**src/rtl/ptd_pkg.sv**
```systemverilog
// ----------------------------------------------------------------------------
// Periodic task dispatcher package
// Shared types, codes and the command and status bundles that pass between
// the controller and the datapath.
// ----------------------------------------------------------------------------
package ptd_pkg;

  localparam int ID_W   = 16;
  localparam int PRI_W  = 8;
  localparam int PER_W  = 32;
  localparam int TICK_W = 64;
  localparam int RUN_W  = 32;

  localparam logic KIND_DISPATCH = 1'b0;
  localparam logic KIND_STATUS   = 1'b1;

  typedef enum logic [1:0] {
    ACT_ADD   = 2'd0,
    ACT_TICK  = 2'd1,
    ACT_RESET = 2'd2,
    ACT_QUERY = 2'd3
  } act_t;

  typedef enum logic [2:0] {
    ST_OK        = 3'd0,
    ST_INVALID   = 3'd1,
    ST_FAULTED   = 3'd2,
    ST_FULL      = 3'd3,
    ST_DUP       = 3'd4,
    ST_CB_FAIL   = 3'd5,
    ST_NOT_FOUND = 3'd6
  } stat_t;

  typedef enum logic [1:0] {
    IDS_ZERO  = 2'd0,
    IDS_ITEM  = 2'd1,
    IDS_ENTRY = 2'd2,
    IDS_FAULT = 2'd3
  } id_sel_t;

  typedef enum logic [1:0] {
    TKS_CUR  = 2'd0,
    TKS_INC  = 2'd1,
    TKS_ZERO = 2'd2
  } tick_sel_t;

  typedef struct packed {
    logic      load;
    logic      idx_clr;
    logic      idx_inc;
    logic      idx_dec;
    logic      div_start;
    logic      ins_shift;
    logic      ins_write;
    logic      run_upd;
    logic      stat_clr;
    logic      tick_inc;
    logic      glob_clr;
    logic      fault_set;
    logic      emit;
    logic      emit_kind;
    stat_t     emit_status;
    id_sel_t   id_sel;
    tick_sel_t tick_sel;
    logic      emit_stats;
    logic      emit_last;
  } cmd_t;

  typedef struct packed {
    logic at_end;
    logic at_zero;
    logic id_hit;
    logic id_zero;
    logic due;
    logic fail_hit;
    logic goes_first;
    logic invalid;
    logic full;
    logic faulted;
    logic rem_done;
  } sts_t;

endpackage

```
**src/rtl/ptd_ctrl.sv**
```systemverilog
// ----------------------------------------------------------------------------
// Dispatcher controller
// Sequences add, tick, statistics reset and query items over the task table
// by issuing commands to the datapath.
// ----------------------------------------------------------------------------
module ptd_ctrl (
  input  logic          clk,
  input  logic          rst_n,
  input  logic          start,
  input  ptd_pkg::act_t action,
  input  ptd_pkg::sts_t sts,
  output ptd_pkg::cmd_t cmd,
  output logic          busy
);
  import ptd_pkg::*;

  typedef enum logic [3:0] {
    S_IDLE, S_ADD_CHK, S_DUP, S_DIV, S_SHIFT, S_TICK, S_FAIL, S_CLR, S_QUERY
  } state_t;

  state_t state_r;
  state_t state_nxt;

  always_comb begin
    cmd             = '0;
    cmd.emit_status = ST_OK;
    cmd.id_sel      = IDS_ZERO;
    cmd.tick_sel    = TKS_CUR;
    state_nxt       = state_r;
    unique case (state_r)
      S_IDLE: begin
        if (start) begin
          cmd.load    = 1'b1;
          cmd.idx_clr = 1'b1;
          unique case (action)
            ACT_ADD:   state_nxt = S_ADD_CHK;
            ACT_TICK: begin
              if (sts.faulted) begin
                cmd.emit        = 1'b1;
                cmd.emit_kind   = KIND_STATUS;
                cmd.emit_status = ST_FAULTED;
                cmd.id_sel      = IDS_FAULT;
                cmd.emit_last   = 1'b1;
              end else begin
                state_nxt = S_TICK;
              end
            end
            ACT_RESET: state_nxt = S_CLR;
            ACT_QUERY: state_nxt = S_QUERY;
            default:   state_nxt = S_IDLE;
          endcase
        end
      end
      S_ADD_CHK: begin
        cmd.emit_kind = KIND_STATUS;
        cmd.id_sel    = IDS_ITEM;
        cmd.emit_last = 1'b1;
        priority if (sts.invalid) begin
          cmd.emit        = 1'b1;
          cmd.emit_status = ST_INVALID;
          state_nxt       = S_IDLE;
        end else if (sts.faulted) begin
          cmd.emit        = 1'b1;
          cmd.emit_status = ST_FAULTED;
          state_nxt       = S_IDLE;
        end else if (sts.full) begin
          cmd.emit        = 1'b1;
          cmd.emit_status = ST_FULL;
          state_nxt       = S_IDLE;
        end else begin
          state_nxt = S_DUP;
        end
      end
      S_DUP: begin
        priority if (sts.at_end) begin
          cmd.div_start = 1'b1;
          state_nxt     = S_DIV;
        end else if (sts.id_hit) begin
          cmd.emit        = 1'b1;
          cmd.emit_kind   = KIND_STATUS;
          cmd.emit_status = ST_DUP;
          cmd.id_sel      = IDS_ITEM;
          cmd.emit_last   = 1'b1;
          state_nxt       = S_IDLE;
        end else begin
          cmd.idx_inc = 1'b1;
        end
      end
      S_DIV: begin
        if (sts.rem_done) begin
          state_nxt = S_SHIFT;
        end
      end
      S_SHIFT: begin
        if (!sts.at_zero && sts.goes_first) begin
          cmd.ins_shift = 1'b1;
          cmd.idx_dec   = 1'b1;
        end else begin
          cmd.ins_write = 1'b1;
          cmd.emit      = 1'b1;
          cmd.emit_kind = KIND_STATUS;
          cmd.id_sel    = IDS_ITEM;
          cmd.emit_last = 1'b1;
          state_nxt     = S_IDLE;
        end
      end
      S_TICK: begin
        priority if (sts.at_end) begin
          cmd.tick_inc  = 1'b1;
          cmd.emit      = 1'b1;
          cmd.emit_kind = KIND_STATUS;
          cmd.tick_sel  = TKS_INC;
          cmd.emit_last = 1'b1;
          state_nxt     = S_IDLE;
        end else if (sts.due) begin
          cmd.emit      = 1'b1;
          cmd.emit_kind = KIND_DISPATCH;
          cmd.id_sel    = IDS_ENTRY;
          if (sts.fail_hit) begin
            cmd.fault_set = 1'b1;
            state_nxt     = S_FAIL;
          end else begin
            cmd.run_upd = 1'b1;
            cmd.idx_inc = 1'b1;
          end
        end else begin
          cmd.idx_inc = 1'b1;
        end
      end
      S_FAIL: begin
        cmd.emit        = 1'b1;
        cmd.emit_kind   = KIND_STATUS;
        cmd.emit_status = ST_CB_FAIL;
        cmd.id_sel      = IDS_ENTRY;
        cmd.emit_last   = 1'b1;
        state_nxt       = S_IDLE;
      end
      S_CLR: begin
        if (sts.at_end) begin
          cmd.glob_clr  = 1'b1;
          cmd.emit      = 1'b1;
          cmd.emit_kind = KIND_STATUS;
          cmd.tick_sel  = TKS_ZERO;
          cmd.emit_last = 1'b1;
          state_nxt     = S_IDLE;
        end else begin
          cmd.stat_clr = 1'b1;
          cmd.idx_inc  = 1'b1;
        end
      end
      S_QUERY: begin
        priority if (sts.at_end) begin
          cmd.emit        = 1'b1;
          cmd.emit_kind   = KIND_STATUS;
          cmd.emit_status = ST_NOT_FOUND;
          cmd.id_sel      = IDS_ITEM;
          cmd.emit_last   = 1'b1;
          state_nxt       = S_IDLE;
        end else if (!sts.id_zero && sts.id_hit) begin
          cmd.emit       = 1'b1;
          cmd.emit_kind  = KIND_STATUS;
          cmd.id_sel     = IDS_ITEM;
          cmd.emit_stats = 1'b1;
          cmd.emit_last  = 1'b1;
          state_nxt      = S_IDLE;
        end else begin
          cmd.idx_inc = 1'b1;
        end
      end
      default: state_nxt = S_IDLE;
    endcase
  end

  always_ff @(posedge clk) begin
    if (!rst_n) begin
      state_r <= S_IDLE;
    end else begin
      state_r <= state_nxt;
    end
  end

  assign busy = (state_r != S_IDLE);

  a_last_ends_item: assert property (@(posedge clk) disable iff (!rst_n)
    (cmd.emit && cmd.emit_last) |=> (state_r == S_IDLE))
    else $error("final beat did not return the controller to idle");

  a_div_waits: assert property (@(posedge clk) disable iff (!rst_n)
    (state_r == S_DIV && !sts.rem_done) |=> (state_r == S_DIV))
    else $error("insertion started before the remainder was ready");

  a_fail_reports: assert property (@(posedge clk) disable iff (!rst_n)
    (state_r == S_FAIL) |-> (cmd.emit && cmd.emit_status == ST_CB_FAIL))
    else $error("failing callback not reported");

endmodule

```
**config.mk**
```make
export PLATFORM = sky130hd
export DESIGN_NAME = ptd_ctrl
export DESIGN_NICKNAME = d
export VERILOG_FILES = /design/src/rtl/ptd_pkg.sv /design/src/rtl/ptd_ctrl.sv
export SDC_FILE = /design/constraint.sdc
export NUM_CORES = 1
export LEC_CHECK = 0
export BUFFER_PORTS_ARGS = -buffer_cell sky130_fd_sc_hd__buf_4
export CAP_MARGIN = 20
export CORE_MARGIN = 4
export CORE_UTILIZATION = 49
export CTS_CLUSTER_DIAMETER = 200
export DETAILED_ROUTE_END_ITERATION = 6
export PLACE_DENSITY = 0.89
export SYNTH_ARGS = -nofsm -noshare
export SYNTH_HDL_FRONTEND = slang
export SYNTH_SLANG_ARGS = --single-unit
```
**constraint.sdc**
```tcl
create_clock -name clk -period 4 [get_ports clk]
set_clock_uncertainty 0.05 [all_clocks]
set_input_delay 0.8 -clock clk [delete_from_list [all_inputs] [get_ports clk]]
set_output_delay 0.8 -clock clk [all_outputs]
set_load 0.03 [all_outputs]
```
# ---- After elaboration in Yosys (flattened, before gate mapping)
# Cells that the tools add are included.
dict set report classes {
  n_eq_ne 20
  mux 81
  reduce_logical 10
}
# op n
set op_table {}
lappend op_table {{4-bit 2-to-1 mux} 12}
lappend op_table {{1-bit 2-to-1 mux} 37}
lappend op_table {{7-bit 2-to-1 mux} 5}
lappend op_table {{2-bit 2-to-1 mux} 17}
lappend op_table {{4-bit one-hot mux with 8 select lines} 1}
lappend op_table {{4-bit by 3-bit equality test with 1-bit output, second input constant} 4}
lappend op_table {{2-bit one-hot mux with 8 select lines} 1}
lappend op_table {{4-bit one-hot mux with 4 select lines} 1}
lappend op_table {{3-bit != test, second input constant} 5}
lappend op_table {{3-bit one-hot mux with 5 select lines} 1}
lappend op_table {{2-bit one-hot mux with 7 select lines} 1}
lappend op_table {{9-bit AND reduction} 1}
lappend op_table {{4-bit by 2-bit equality test with 1-bit output, second input constant} 2}
lappend op_table {{2-bit != test, second input constant} 4}
lappend op_table {{3-bit 2-to-1 mux} 2}
lappend op_table {{1-bit one-hot mux with 6 select lines} 1}
lappend op_table {{2-bit equality test, second input constant} 2}
lappend op_table {{4-bit by 1-bit equality test with 1-bit output, second input constant} 1}
lappend op_table {{4-bit equality test, second input constant} 1}
lappend op_table {{4-bit zero test} 1}
lappend op_table {{1-bit one-hot mux with 4 select lines} 1}
lappend op_table {{2-bit one-hot mux with 2 select lines} 1}
lappend op_table {{4-bit nonzero test} 1}
lappend op_table {{2-bit OR reduction} 2}
lappend op_table {{other kinds (4)} 6}
dict set report totals {
  out_inout_bits 24
  ff_bits 4
  word_cells 112
}

# ---- Logic depth before layout (Yosys ltp)
dict set report depth {
  depth_word 5
  depth_mapped 8
}

# ---- Worst setup path before layout
# Ideal clock, no wire load.
dict set report synth_path {
  path_kind {input to output}
  startpoint {input sts[4] in the netlist's numbering}
  endpoint {output cmd[0] in the netlist's numbering}
  t_arrival_ns 2.632
  stages 5
  path_slack_ns 0.518
  n_path_buf 0
  t_required_ns 3.150
  path_cell_list {or2b_2 > nor4b_1 > nand3b_1 > nor2b_1 > o21ai_0}
}
# item line_no
set synth_lines {}
lappend synth_lines {{from (decl)} ptd_ctrl.sv:11} ;# input ptd_pkg::sts_t sts,
lappend synth_lines {{to (decl)} ptd_ctrl.sv:12} ;# output ptd_pkg::cmd_t cmd,

==> impl_metrics.ini <==
[routing]
drt-initial-drc-count = 44
drc = 0
postRouteAntennaNets = 0
wl_per_cell_um = 14.1
wl_mm = 2.22
vias = 924
via_per_inst = 5.85
drtPass1Iterations = 4

[floorplanning]
start_util = 0.524
ios = 40
die_w_um = 48.4
die_area_um2 = 2340
core_area_um2 = 1520
die_h_um = 48.4
rows = 14

[synth]
synth_seq_cells = 4
netlist.area_leader.share = 0.100
seq_area_frac_synth = 0.100
syn_area_per_cell_um2 = 7.32
synth_area_um2 = 798
synth_edf_count = 0
synth_warnings = 0
synthTopCellsByArea = dfxtp_1 (10%), nor2_1 (5.6%), clkbuf_8 (5.2%)
postSynthNetCount = 128
yosysTopAreaCell = dfxtp_1
yosys.cell_types.count = 46
async_flop_share = 0
synth_cells = 109
synthFlopType = dfxtp_1

[finish]
reg.largest.list = state_r x4
drive_above_1_share = 0.380
areaGrowthSynthToFinish_pct = 30.1
final_common_cell = buf_4
largest_reg_flops = 4
mostFrequentLayoutCells = buf_4 (39), nor2_1 (12), nand2_1 (11), a21oi_1 (7), inv_1 (6)
fin_util = 0.681
n_antenna_cell = 0
top_register = state_r
finalNetCount = 163

[pwr]
irDropWorstVdd_uv = 470
seq_power_share = 0.167
powerDensity_nw_per_um2 = 694
p_int_uw = 301
switching_share = 0.582
switchingPower_uw = 420
p_clk_frac = 0.071
combPwrFrac = 0.761
leakage_nw = 0.499

[global_route]
grt_pass1_wl_mm = 3.59
overflow = 0
grtUsageTotal = 0.181
grt_max_degree = 19
antenna_found_initial = 0
grt_pass1_vias = 856

[critical_path]
worst-path-buf-inv = 2
cpLargestDelayFamily = simple AND/OR/NAND/NOR gates
critPathLaunchType = input port
critPathKind = in -> out
r2r_setup_slack_ns = 1.92
arrival_ns = 2.13
max_stage_delay_ns = 0.30
path_common_cell = buf_4
worstSetupEndpointType = output pin
crit_chain = buf_4, or2b_2, nor4b_1, nand3b_1, nor2b_1, o221ai_1, buf_4
cp_max_fo = 3
cp.required_ns = 3.15
slowest_stage = or2b_2

[sta]
rsz0062_at_grt = false
slew_viol_final = 0
setup_viol = 0
final.min_clock_period_ns = 2.98
hold_viol = 0
fin_crit_sh = 0.746
fmax_mhz = 335
worst_pin_slew_ns = 0.684
max_slew_margin = 0.543
fin_tns_setup_ns = 0

[placement]
dp_hpwl_mm = 1.76
place_congestion = 0.824
io_buffers = 39

[cts]
cts.clk_slew.worst_paths_ns = 0.04
hold_buffers = 0
cts.sink_count = 4
post_cts_buffers = 0
cts_tree = yes
cts_inserted_buffers = 3
cts_htree_levels = 1
cts_resized = 0
clock_latency_ns = 0.24
clockBufferDepth = 2
root_buffer = clkbuf_4

[run_status]
status = finished, final reports clean

[flow_run]
drv_cap = 0

[worst_hold_path]
hold_class = reg -> reg
final cells by class:
cell class / count / area [µm²]
Inverter: 6 / 22.5
Sequential cell: 4 / 80.1
Fill cell: 129 / 485
Multi-Input combinational cell: 90 / 601
Tap cell: 16 / 20.0
Clock buffer: 3 / 22.5
Timing Repair Buffer: 39 / 293
power groups by stage:
stage	Sequential (mW)	Combinational [mW]	Clock [mW]
2_1_floorplan	0.0620	0.479	0
3_3_place_gp	0.118	0.539	0
3_5_place_dp	0.119	0.546	0
4_1_cts	0.118	0.548	0.0530
5_1_grt	0.127	0.585	0.0561
6_report	0.121	0.549	0.0515
synth_stat cells, types with 3 or more instances:
cell and number:
inv_1 6, nand3_1 3, o21ai_0 4, nor2b_1 5
nor3_1 5, mux2i_1 4, a21oi_1 7, clkbuf_8 3
nand2_1 11, dfxtp_1 4, or3_1 3, nor2_1 12
ha_1 3
through the flow:
stage                     cell area (µm²)  instances  power, mW  worst slack [ns]  hold WS (ns)
after detailed placement             1020        155      0.665              1.05         0.641
after floorplan                       798        109      0.541             0.518         0.584
after CTS                            1040        158      0.720              1.04         0.645
after global routing                 1040        158      0.769             0.929         0.698
final                                1040        158      0.721              1.02         0.652
after global placement               1020        155      0.657              1.09         0.616
routing by layer:
metal / up-vias / GRT usage / routed length [µm]
li1: 451 / - / -
met1: 411 / 0.218 / 898
met2: 58 / 0.311 / 1090
met3: 4 / 0.0276 / 211
met4: 0 / 0.0783 / 26
met5: - / 0 / 0
path summary, 6_finish.rpt:
| kind | start | end | cells past startpoint |
|---|---|---|---|
| worst max-delay path | sts[9] | cmd[10] | 7 |
| worst min-delay path | state_r[2] | state_r[2] | 2 |
| worst max register to register | state_r[1] | state_r[0] | 5 |
| worst min register to register | state_r[2] | state_r[2] | 2 |
worst register-to-register path, cell delays in order (launching register included):
cell and delay [ns]:
dfxtp_1 0.67, nand2b_2 0.29, nor3_1 0.11, a211o_2 0.38, nor3_4 0.27, mux2i_1 0.23
kinds of logic after synthesis:
| logic type | count (synthesis) | share of synthesized area |
|---|---|---|
| and+or+nand+nor | 63 | 0.484 |
| AOI/OAI and AO/OA | 20 | 0.171 |
| buffers and inverters | 15 | 0.147 |
| muxes | 4 | 0.0502 |
| DFF | 4 | 0.100 |
| adders and majority gates | 3 | 0.0470 |
(Power assumes the default switching activity.)
